`src/hw/rtl/cbra_pkg.sv`:
```
// Shared constants and controller/datapath interface types for the block run allocator.
`timescale 1ns / 1ps

package cbra_pkg;

    localparam int NUM_BLOCKS   = 128;
    localparam int BLOCK_BYTES  = 256;
    localparam int HEADER_BYTES = 16;

    localparam int IDX_W     = $clog2(NUM_BLOCKS);
    localparam int POS_W     = IDX_W + 1;
    localparam int BLOCK_LG2 = $clog2(BLOCK_BYTES);
    localparam int REQ_W     = 16;
    localparam int NEED_W    = REQ_W - BLOCK_LG2 + 1;
    localparam int SUM_W     = NEED_W + 1;
    localparam int HDR_W     = 8;
    localparam int OFF_W     = 15;

    localparam logic [HDR_W-1:0] HDR_FREE_ONE = 8'd2;

    localparam logic ACT_ALLOC = 1'b0;
    localparam logic ACT_FREE  = 1'b1;

    typedef struct packed {
        logic load_in;
        logic alloc_start;
        logic scan_step;
        logic alloc_commit;
        logic free_start;
        logic free_head;
        logic clr_step;
        logic set_fail;
        logic push;
    } t_cmd;

    typedef struct packed {
        logic alloc_fits;
        logic scan_more;
        logic scan_hit;
        logic free_valid;
        logic head_used;
        logic clr_more;
        logic out_free;
    } t_sts;

endpackage

```
`src/hw/rtl/cbra_ram.sv`:
```
// Generic single-write, single-read RAM with registered read data.
`timescale 1ns / 1ps

module cbra_ram #(
    parameter int WIDTH  = 8,
    parameter int DEPTH  = 128,
    parameter int ADDR_W = $clog2(DEPTH)
) (
    input  logic              i_clk,
    input  logic              i_we,
    input  logic [ADDR_W-1:0] i_waddr,
    input  logic [WIDTH-1:0]  i_wdata,
    input  logic [ADDR_W-1:0] i_raddr,
    output logic [WIDTH-1:0]  o_rdata
);

    logic [WIDTH-1:0] r_mem [DEPTH];
    logic [WIDTH-1:0] r_rdata;

    always_ff @(posedge i_clk) begin
        if (i_we) begin
            r_mem[i_waddr] <= i_wdata;
        end
        r_rdata <= r_mem[i_raddr];
    end

    assign o_rdata = r_rdata;

endmodule

```
`src/hw/rtl/cbra_datapath.sv`:
```
// Datapath: header RAM, valid bits, scan and free registers, result output register.
`timescale 1ns / 1ps

module cbra_datapath (
    input  logic            i_clk,
    input  logic            i_rst_n,
    input  cbra_pkg::t_cmd  i_cmd,
    output cbra_pkg::t_sts  o_sts,
    input  logic [31:0]     i_in_data,
    output logic            o_out_valid,
    input  logic            i_out_ready,
    output logic [15:0]     o_out_data
);

    localparam int IDX_W = cbra_pkg::IDX_W;
    localparam int POS_W = cbra_pkg::POS_W;
    localparam int HDR_W = cbra_pkg::HDR_W;
    localparam int OFF_W = cbra_pkg::OFF_W;
    localparam int NEED_W = cbra_pkg::NEED_W;
    localparam int SUM_W = cbra_pkg::SUM_W;
    localparam int LG2 = cbra_pkg::BLOCK_LG2;
    localparam int REQ_W = cbra_pkg::REQ_W;

    logic [NEED_W-1:0]          r_need;
    logic [REQ_W-1:0]           r_off_in;
    logic [IDX_W-1:0]           r_ss;
    logic [POS_W-1:0]           r_pos;
    logic [IDX_W-1:0]           r_head;
    logic [IDX_W-1:0]           r_count;
    logic [IDX_W-1:0]           r_len;
    logic [IDX_W-1:0]           r_k;
    logic [cbra_pkg::NUM_BLOCKS-1:0] r_vld;
    logic                       r_ok;
    logic [OFF_W-1:0]           r_off;
    logic                       r_m_valid;
    logic                       r_m_ok;
    logic [OFF_W-1:0]           r_m_off;

    logic [HDR_W-1:0] ram_rdata;
    logic [HDR_W-1:0] hdr_eff;
    logic [IDX_W-1:0] hdr_len;
    logic [IDX_W-1:0] step_len;
    logic [POS_W-1:0] scan_pos;
    logic [IDX_W-1:0] scan_cnt;
    logic [IDX_W-1:0] scan_head;
    logic [REQ_W-1:0] rel;
    logic [IDX_W-1:0] free_idx;
    logic [POS_W-1:0] clr_pos;
    logic [OFF_W-1:0] grant_off;
    logic             ram_we;
    logic [IDX_W-1:0] ram_waddr;
    logic [HDR_W-1:0] ram_wdata;
    logic [IDX_W-1:0] ram_raddr;

    // Entries never written read as free, length one.
    assign hdr_eff  = r_vld[r_pos[IDX_W-1:0]] ? ram_rdata : cbra_pkg::HDR_FREE_ONE;
    assign hdr_len  = hdr_eff[HDR_W-1:1];
    assign step_len = (hdr_len == '0) ? IDX_W'(1) : hdr_len;

    // One scan step: skip a used head's run, or count one more free block.
    assign scan_pos  = hdr_eff[0] ? r_pos + POS_W'(step_len) : r_pos + POS_W'(1);
    assign scan_cnt  = hdr_eff[0] ? '0 : r_count + IDX_W'(1);
    assign scan_head = hdr_eff[0] ? scan_pos[IDX_W-1:0] : r_head;
    assign grant_off = OFF_W'((32'(scan_head) << LG2) + 32'(cbra_pkg::HEADER_BYTES));

    assign rel      = r_off_in - REQ_W'(cbra_pkg::HEADER_BYTES);
    assign free_idx = rel[LG2 +: IDX_W];
    assign clr_pos  = r_pos + POS_W'(r_k);

    always_comb begin
        o_sts.alloc_fits = (SUM_W'(r_ss) + SUM_W'(r_need)) < SUM_W'(cbra_pkg::NUM_BLOCKS);
        o_sts.scan_more  = (NEED_W'(scan_cnt) < r_need)
                           && (scan_pos < POS_W'(cbra_pkg::NUM_BLOCKS));
        o_sts.scan_hit   = scan_pos < POS_W'(cbra_pkg::NUM_BLOCKS);
        o_sts.free_valid = (r_off_in >= REQ_W'(cbra_pkg::HEADER_BYTES))
                           && ({1'b0, r_off_in}
                               < (REQ_W+1)'(cbra_pkg::NUM_BLOCKS * cbra_pkg::BLOCK_BYTES))
                           && (rel[LG2-1:0] == '0);
        o_sts.head_used  = hdr_eff[0];
        o_sts.clr_more   = (r_k < r_len) && (clr_pos < POS_W'(cbra_pkg::NUM_BLOCKS));
        o_sts.out_free   = !r_m_valid || i_out_ready;
    end

    always_comb begin
        ram_we    = 1'b0;
        ram_waddr = r_pos[IDX_W-1:0];
        ram_wdata = {hdr_eff[HDR_W-1:1], 1'b0};
        if (i_cmd.alloc_commit) begin
            ram_we    = 1'b1;
            ram_waddr = scan_head;
            ram_wdata = {r_need[IDX_W-1:0], 1'b1};
        end else if (i_cmd.free_head) begin
            ram_we = 1'b1;
        end
    end

    always_comb begin
        ram_raddr = r_pos[IDX_W-1:0];
        if (i_cmd.alloc_start) begin
            ram_raddr = r_ss;
        end else if (i_cmd.scan_step) begin
            ram_raddr = scan_pos[IDX_W-1:0];
        end else if (i_cmd.free_start) begin
            ram_raddr = free_idx;
        end
    end

    cbra_ram #(
        .WIDTH (HDR_W),
        .DEPTH (cbra_pkg::NUM_BLOCKS)
    ) u_hdr_ram (
        .i_clk   (i_clk),
        .i_we    (ram_we),
        .i_waddr (ram_waddr),
        .i_wdata (ram_wdata),
        .i_raddr (ram_raddr),
        .o_rdata (ram_rdata)
    );

    // Control state
    always_ff @(posedge i_clk) begin
        if (!i_rst_n) begin
            r_vld     <= '0;
            r_ss      <= '0;
            r_m_valid <= 1'b0;
        end else begin
            if (ram_we) begin
                r_vld[ram_waddr] <= 1'b1;
            end
            if (i_cmd.clr_step) begin
                r_vld[clr_pos[IDX_W-1:0]] <= 1'b0;
            end
            if (i_cmd.alloc_commit) begin
                r_ss <= scan_pos[IDX_W-1:0];
            end else if (i_cmd.free_start && (free_idx < r_ss)) begin
                r_ss <= free_idx;
            end
            if (i_cmd.push) begin
                r_m_valid <= 1'b1;
            end else if (i_out_ready) begin
                r_m_valid <= 1'b0;
            end
        end
    end

    // Payload registers
    always_ff @(posedge i_clk) begin
        if (i_cmd.load_in) begin
            r_need   <= NEED_W'(i_in_data[REQ_W-1:0] >> LG2) + NEED_W'(1);
            r_off_in <= i_in_data[2*REQ_W-1:REQ_W];
        end
        if (i_cmd.alloc_start) begin
            r_pos   <= POS_W'(r_ss);
            r_head  <= r_ss;
            r_count <= '0;
        end else if (i_cmd.scan_step) begin
            r_pos   <= scan_pos;
            r_head  <= scan_head;
            r_count <= scan_cnt;
        end else if (i_cmd.free_start) begin
            r_pos <= POS_W'(free_idx);
        end
        if (i_cmd.free_head) begin
            r_len <= hdr_len;
            r_k   <= IDX_W'(1);
        end else if (i_cmd.clr_step) begin
            r_k <= r_k + IDX_W'(1);
        end
        if (i_cmd.set_fail) begin
            r_ok  <= 1'b0;
            r_off <= '0;
        end else if (i_cmd.alloc_commit) begin
            r_ok  <= 1'b1;
            r_off <= grant_off;
        end else if (i_cmd.free_head) begin
            r_ok  <= 1'b1;
            r_off <= '0;
        end
        if (i_cmd.push) begin
            r_m_ok  <= r_ok;
            r_m_off <= r_off;
        end
    end

    assign o_out_valid = r_m_valid;
    assign o_out_data  = {r_m_off, r_m_ok};

endmodule

```
`src/hw/rtl/cbra_ctrl.sv`:
```
// Controller state machine sequencing allocate scans and free run resets.
`timescale 1ns / 1ps

module cbra_ctrl (
    input  logic           i_clk,
    input  logic           i_rst_n,
    input  logic           i_in_valid,
    input  logic           i_in_action,
    output logic           o_in_ready,
    input  cbra_pkg::t_sts i_sts,
    output cbra_pkg::t_cmd o_cmd
);

    localparam logic [2:0] ST_IDLE = 3'd0;
    localparam logic [2:0] ST_ACHK = 3'd1;
    localparam logic [2:0] ST_SCAN = 3'd2;
    localparam logic [2:0] ST_FCHK = 3'd3;
    localparam logic [2:0] ST_FRD  = 3'd4;
    localparam logic [2:0] ST_FCLR = 3'd5;
    localparam logic [2:0] ST_DONE = 3'd6;

    logic [2:0] r_state;
    logic [2:0] n_state;

    assign o_in_ready = (r_state == ST_IDLE);

    always_comb begin
        n_state = r_state;
        o_cmd   = '0;
        case (r_state)
            ST_IDLE: begin
                if (i_in_valid) begin
                    o_cmd.load_in = 1'b1;
                    n_state = (i_in_action == cbra_pkg::ACT_FREE) ? ST_FCHK : ST_ACHK;
                end
            end
            ST_ACHK: begin
                if (i_sts.alloc_fits) begin
                    o_cmd.alloc_start = 1'b1;
                    n_state = ST_SCAN;
                end else begin
                    o_cmd.set_fail = 1'b1;
                    n_state = ST_DONE;
                end
            end
            ST_SCAN: begin
                o_cmd.scan_step = 1'b1;
                if (!i_sts.scan_more) begin
                    if (i_sts.scan_hit) begin
                        o_cmd.alloc_commit = 1'b1;
                    end else begin
                        o_cmd.set_fail = 1'b1;
                    end
                    n_state = ST_DONE;
                end
            end
            ST_FCHK: begin
                if (i_sts.free_valid) begin
                    o_cmd.free_start = 1'b1;
                    n_state = ST_FRD;
                end else begin
                    o_cmd.set_fail = 1'b1;
                    n_state = ST_DONE;
                end
            end
            ST_FRD: begin
                if (i_sts.head_used) begin
                    o_cmd.free_head = 1'b1;
                    n_state = ST_FCLR;
                end else begin
                    o_cmd.set_fail = 1'b1;
                    n_state = ST_DONE;
                end
            end
            ST_FCLR: begin
                if (i_sts.clr_more) begin
                    o_cmd.clr_step = 1'b1;
                end else begin
                    n_state = ST_DONE;
                end
            end
            ST_DONE: begin
                if (i_sts.out_free) begin
                    o_cmd.push = 1'b1;
                    n_state = ST_IDLE;
                end
            end
            default: begin
                n_state = ST_IDLE;
            end
        endcase
    end

    always_ff @(posedge i_clk) begin
        if (!i_rst_n) begin
            r_state <= ST_IDLE;
        end else begin
            r_state <= n_state;
        end
    end

endmodule

```
`src/hw/rtl/contiguous_block_run_allocator.sv`:
```
// Top level of the next-fit contiguous block run allocator.
`timescale 1ns / 1ps

// Manages 128 blocks of 256 bytes, each with an 8-bit header (used bit, run length)
// held in a 128-entry RAM; a valid bit per entry makes every header read as free,
// length one right after reset, so no clearing pass is needed. One word in gives one
// word out. An allocate (tuser = 0) that fails the size check goes straight to the
// result; else the scan visits at most 128 headers, one per cycle through the
// registered RAM read, and a used head's run is skipped in one step. A free
// (tuser = 1) is ignored when its offset is not valid, fails when it does not land on
// a used head, and else clears the released run (at least one block long, cut at the
// last block). The output register load waits while that register still holds
// an unaccepted word; once it is loaded, input is taken again while the word waits
// downstream.
module contiguous_block_run_allocator (
    input  logic        i_clk,
    input  logic        i_rst_n,
    input  logic        s_axis_tvalid,
    output logic        s_axis_tready,
    input  logic [31:0] s_axis_tdata,   // [15:0] request_bytes, [31:16] free_offset
    input  logic        s_axis_tuser,   // [0] action (0 allocate, 1 free)
    output logic        m_axis_tvalid,
    input  logic        m_axis_tready,
    output logic [15:0] m_axis_tdata    // [0] ok, [15:1] payload_offset
);

    cbra_pkg::t_cmd cmd;
    cbra_pkg::t_sts sts;

    // Sequencer: one item at a time
    cbra_ctrl u_ctrl (
        .i_clk       (i_clk),
        .i_rst_n     (i_rst_n),
        .i_in_valid  (s_axis_tvalid),
        .i_in_action (s_axis_tuser),
        .o_in_ready  (s_axis_tready),
        .i_sts       (sts),
        .o_cmd       (cmd)
    );

    // Header store, search pointer and result register
    cbra_datapath u_dp (
        .i_clk       (i_clk),
        .i_rst_n     (i_rst_n),
        .i_cmd       (cmd),
        .o_sts       (sts),
        .i_in_data   (s_axis_tdata),
        .o_out_valid (m_axis_tvalid),
        .i_out_ready (m_axis_tready),
        .o_out_data  (m_axis_tdata)
    );

    // Once a word is taken the block is busy for at least the next cycle.
    a_busy_after_accept: assert property (@(posedge i_clk) disable iff (!i_rst_n)
        (s_axis_tvalid && s_axis_tready) |=> !s_axis_tready)
        else $error("input ready right after an accepted word");

    // A failed or ignored request never carries an offset.
    a_fail_zero_offset: assert property (@(posedge i_clk) disable iff (!i_rst_n)
        (m_axis_tvalid && !m_axis_tdata[0]) |-> (m_axis_tdata[15:1] == '0))
        else $error("offset returned with a failed result");

    // A granted offset always sits just past a block header.
    a_grant_aligned: assert property (@(posedge i_clk) disable iff (!i_rst_n)
        (m_axis_tvalid && m_axis_tdata[0] && (m_axis_tdata[15:1] != '0))
        |-> (m_axis_tdata[cbra_pkg::BLOCK_LG2:1]
             == cbra_pkg::BLOCK_LG2'(cbra_pkg::HEADER_BYTES)))
        else $error("granted offset not on a payload boundary");

endmodule
```
`config.mk`:
```
export PLATFORM = sky130hd
export DESIGN_NAME = contiguous_block_run_allocator
export DESIGN_NICKNAME = d
export VERILOG_FILES = /design/src/hw/rtl/cbra_pkg.sv /design/src/hw/rtl/cbra_ram.sv /design/src/hw/rtl/cbra_datapath.sv /design/src/hw/rtl/cbra_ctrl.sv /design/src/hw/rtl/contiguous_block_run_allocator.sv
export SDC_FILE = /design/constraint.sdc
export NUM_CORES = 2
export LEC_CHECK = 0
export ABC_AREA = 1
export BUFFER_PORTS_ARGS = -buffer_cell sky130_fd_sc_hd__buf_2
export CAP_MARGIN = 25
export CORE_AREA = 2 2 342 344
export DETAILED_ROUTE_END_ITERATION = 6
export DIE_AREA = 0 0 344 346
export SLEW_MARGIN = 20
export SYNTH_ARGS = -nofsm -noshare
export SYNTH_HDL_FRONTEND = slang
export SYNTH_SLANG_ARGS = --single-unit
```
`constraint.sdc`:
```
create_clock -name i_clk -period 13 [get_ports i_clk]
set_clock_uncertainty 0.1 [all_clocks]
set_input_delay 1.3 -clock i_clk [delete_from_list [all_inputs] [get_ports i_clk]]
set_output_delay 1.3 -clock i_clk [all_outputs]
set_load 0.03 [all_outputs]
```
==> flow_summary.yaml <==
route:
  route.met2.wl_um: 69900
  vias_per_cell: 5.46
  routed-wl-met3_um: 11400
  ant_nets: 0
  drc_errors: 0
  drt-initial-drc-count: 4216
  wl_per_cell_um: 21.2
  dr.pass1.iters: 6
  via_count: 39596
  met1_length_um: 67700
  top_layer_used: "met4"
  wirelength_um: 154000
layout:
  final_cell_mix: "nand2_1, edfxtp_1, nand3_1"
  fillers: 10227
  syn2layout_area_growth_pct: 10.1
  final-seq-area_mm2: 0.0358
  nNetsFinal: 5703
  final_common_cell: "nand2_1"
  drive_gt1_share_pct: 7.79
  finalInstanceArea_mm2: 0.0617
  multi_input_area_mm2: 0.0163
synthesis:
  yosys.area.top_type: "edfxtp_1"
  synth_top_family_by_area: "simple AND/OR/NAND/NOR gates"
  seq_area_frac_synth_pct: 63.9
  synth_xor_area_share_pct: 0.312
  syn_inst: 5690
  ys_seq_elements: 1250
  synth_edf_count: 1079
  synth_compound_area_share_pct: 4.56
  yosys.area.top_type_share_pct: 57.8
  yosys.area_share.simple_pct: 22.8
  synthArstFlopShare_pct: 0
  synth-main-ff-cell: "edfxtp_1"
  synth_area_leaders: "edfxtp_1, nand2_1, nand3_1, dfxtp_1, inv_1"
  synth.avg_cell_area_um2: 9.86
  yosys_warnings: 0
  muxShareOfSynthArea_pct: 0
  synthAdderAreaFrac_pct: 0.986
  synth_area_mm2: 0.0561
  synth.distinct_cells: 51
setup_path:
  slowest_delay_ps: 890
  required_ps: 13530
  cp_top_family: "buffers and inverters"
  r2r_end: "u_dp.u_hdr_ram.o_rdata[6]"
  reg2regPathDepth: 29
  r2r-start: "u_dp.r_pos[3]"
  r2r_setup_slack_ps: 4340
  end_kind: "flop"
  worst-setup-path-type: "reg2reg"
  cp.buffers_inverters: 8
  crit_fanout: 165
  slowest_stage: "edfxtp_1"
  cp.arrival_ps: 9180
  start_kind: "flop"
sta:
  final-max-slew-violation-count: 0
  fin_crit_sh_pct: 66.6
  clock.fmax_mhz: 116
  rsz0062_at_grt: "no"
  relSlewSlack_pct: 22.0
  setup_violations: 0
  finalSetupTns_ps: 0
  hold_viol_final: 0
  fin_crit_ps: 8660
  worstMarginPinSlew_ps: 1170
pwr:
  ir_worst_vdd_uv: 237
  cellPowerDensity_mw_per_mm2: 253
  p_leak_nw: 24.7
run_status:
  status: "finished, final reports clean"
cts:
  cts_root_buffer: "clkbuf_16"
  post_cts_buffers: 0
  holdBufCountCts: 0
  clk_path_buf_depth: 3
  clkTransAtPathRegs_ps: 60
  cts_resized: 0
  htreeDepth: 4
  worstSkewPairLatency_ps: 740
  cts_sinks: 1250
  tritoncts: "built"
  cts_buffers: 134
floorplan:
  die-area_mm2: 0.119
  dieWidth_um: 344
  start_util_pct: 48.6
  rows: 125
  io_pins: 55
  coreArea_mm2: 0.115
  die_y_um: 346
placed_design:
  dpl-instance-area_mm2: 0.0574
  port_buffers: 39
  dpl.hpwl_um: 87200
  place.gp.congestion: 0.876
grt:
  grt_max_degree: 214
  gr-total-overflow: 0
  antenna_found_initial: 0
  grt_pass1_vias: 36815
  grt_pass1_wl_um: 231000
  grt.total_usage_pct: 25.8
flow_run:
  drv_cap: 0
worst_hold_path:
  hold_path.class: "reg2reg"
  hold_start: "u_dp.r_off[12]"
  whs_endpoint: "u_dp.r_m_off[12]"
  hold_depth: 0
[per-stage QoR]
step	power [mW]	worst slack, ps	hold WS (ps)	util, %	cells
2_1_floorplan	9.66	1100	303	-	5696
3_3_place_gp	11.8	4630	334	49.7	7004
3_5_place_dp	11.9	4620	323	49.8	7008
4_1_cts	15.6	4570	349	53.4	7245
5_1_grt	16.4	3980	358	53.5	7248
6_report	15.6	4340	341	53.5	7249
[per-layer routing]
layer / GRT usage, % / vias up
met1: 37.1 / 19114
met2: 39.5 / 1457
met3: 4.43 / 239
met5: 0 / -
li1: - / 18786
met4: 9.25 / 0
[registers in the layout, summed over array words and instances (netlist names)]
signal	flops
u_dp.r_need	9
u_dp.r_k	7
u_dp.r_m_off	8
u_dp.r_head	7
u_dp.r_ss	7
u_dp.r_ok	1
u_dp.r_off_in	16
u_ctrl.r_state	3
u_dp.r_len	7
u_dp.r_count	7
u_dp.r_m_ok	1
u_dp.u_hdr_ram.o_rdata	8
u_dp.r_vld	128
u_dp.r_off	8
u_dp.o_out_valid	1
u_dp.r_pos	8
u_dp.u_hdr_ram.r_mem	1024
[power breakdown]
part	internal, mW	leakage, nW	switching, mW
Combinational	1.57	11.5	5.17
Sequential	5.06	11.1	0.0817
Clock	2.20	2.08	1.56
Total	8.83	24.7	6.80
[synthesized netlist by cell type, types with 3 or more instances]
library cell / number
o22ai_1: 9
nand2_2: 17
o21ai_1: 6
inv_1: 708
inv_4: 3
or2_2: 4
buf_1: 23
buf_4: 23
a211oi_1: 3
o211ai_1: 130
nor2_2: 63
nand3b_1: 58
nor2_8: 3
nand2_4: 15
o21ai_0: 142
nand3_1: 839
nand4_1: 7
o21ai_2: 3
nor2_4: 11
a31oi_1: 7
dfxtp_1: 171
ha_1: 41
nor3_1: 7
buf_2: 121
xnor2_1: 4
nand3_2: 9
buf_6: 6
o41ai_1: 4
inv_2: 13
nor2_1: 261
nand2_1: 1620
a21oi_1: 110
clkinv_1: 4
edfxtp_1: 1079
clkbuf_1: 128
xor2_1: 16
[area by class of cell]
cell class,instances,share of cell area (%)
clock buffers,168,5.90
multi-input cells,3416,26.4
flip-flops and latches,1250,58.0
clock inverters,69,1.01
diodes,1,0.00405
well taps,1524,3.09
inverters,729,4.48
repair buffers,92,1.11
[worst register-to-register path, delay by kind of cell (launching register included)]
kind            cells  cell delay (ps)
buf+inv             8             3920
compound gates      1              190
flops               1              890
fa+ha+maj           1              430
simple gates       19             3000
[logic make-up after synthesis]
logic type,Yosys count
simple gates,2919
flops,1250
buf+inv,1030
compound gates,427
fa+ha+maj,43
xor+xnor,20
other cells,1
[worst max-delay path by stage]
stage,from,endpoint,slack [ps],cells past startpoint
global placement,u_dp.r_pos[3],u_dp.u_hdr_ram.o_rdata[4],4630,27
global route,u_dp.r_pos[1],u_dp.u_hdr_ram.o_rdata[6],3980,33
detailed placement,u_dp.r_pos[3],u_dp.u_hdr_ram.o_rdata[7],4620,30
floorplan,u_dp.r_pos[1],u_dp.u_hdr_ram.r_mem[0][1],1100,29
CTS,u_dp.r_pos[3],u_dp.u_hdr_ram.o_rdata[7],4570,30
finish,u_dp.r_pos[3],u_dp.u_hdr_ram.o_rdata[6],4340,29
Note: power is estimated with default switching activity, not from simulation.
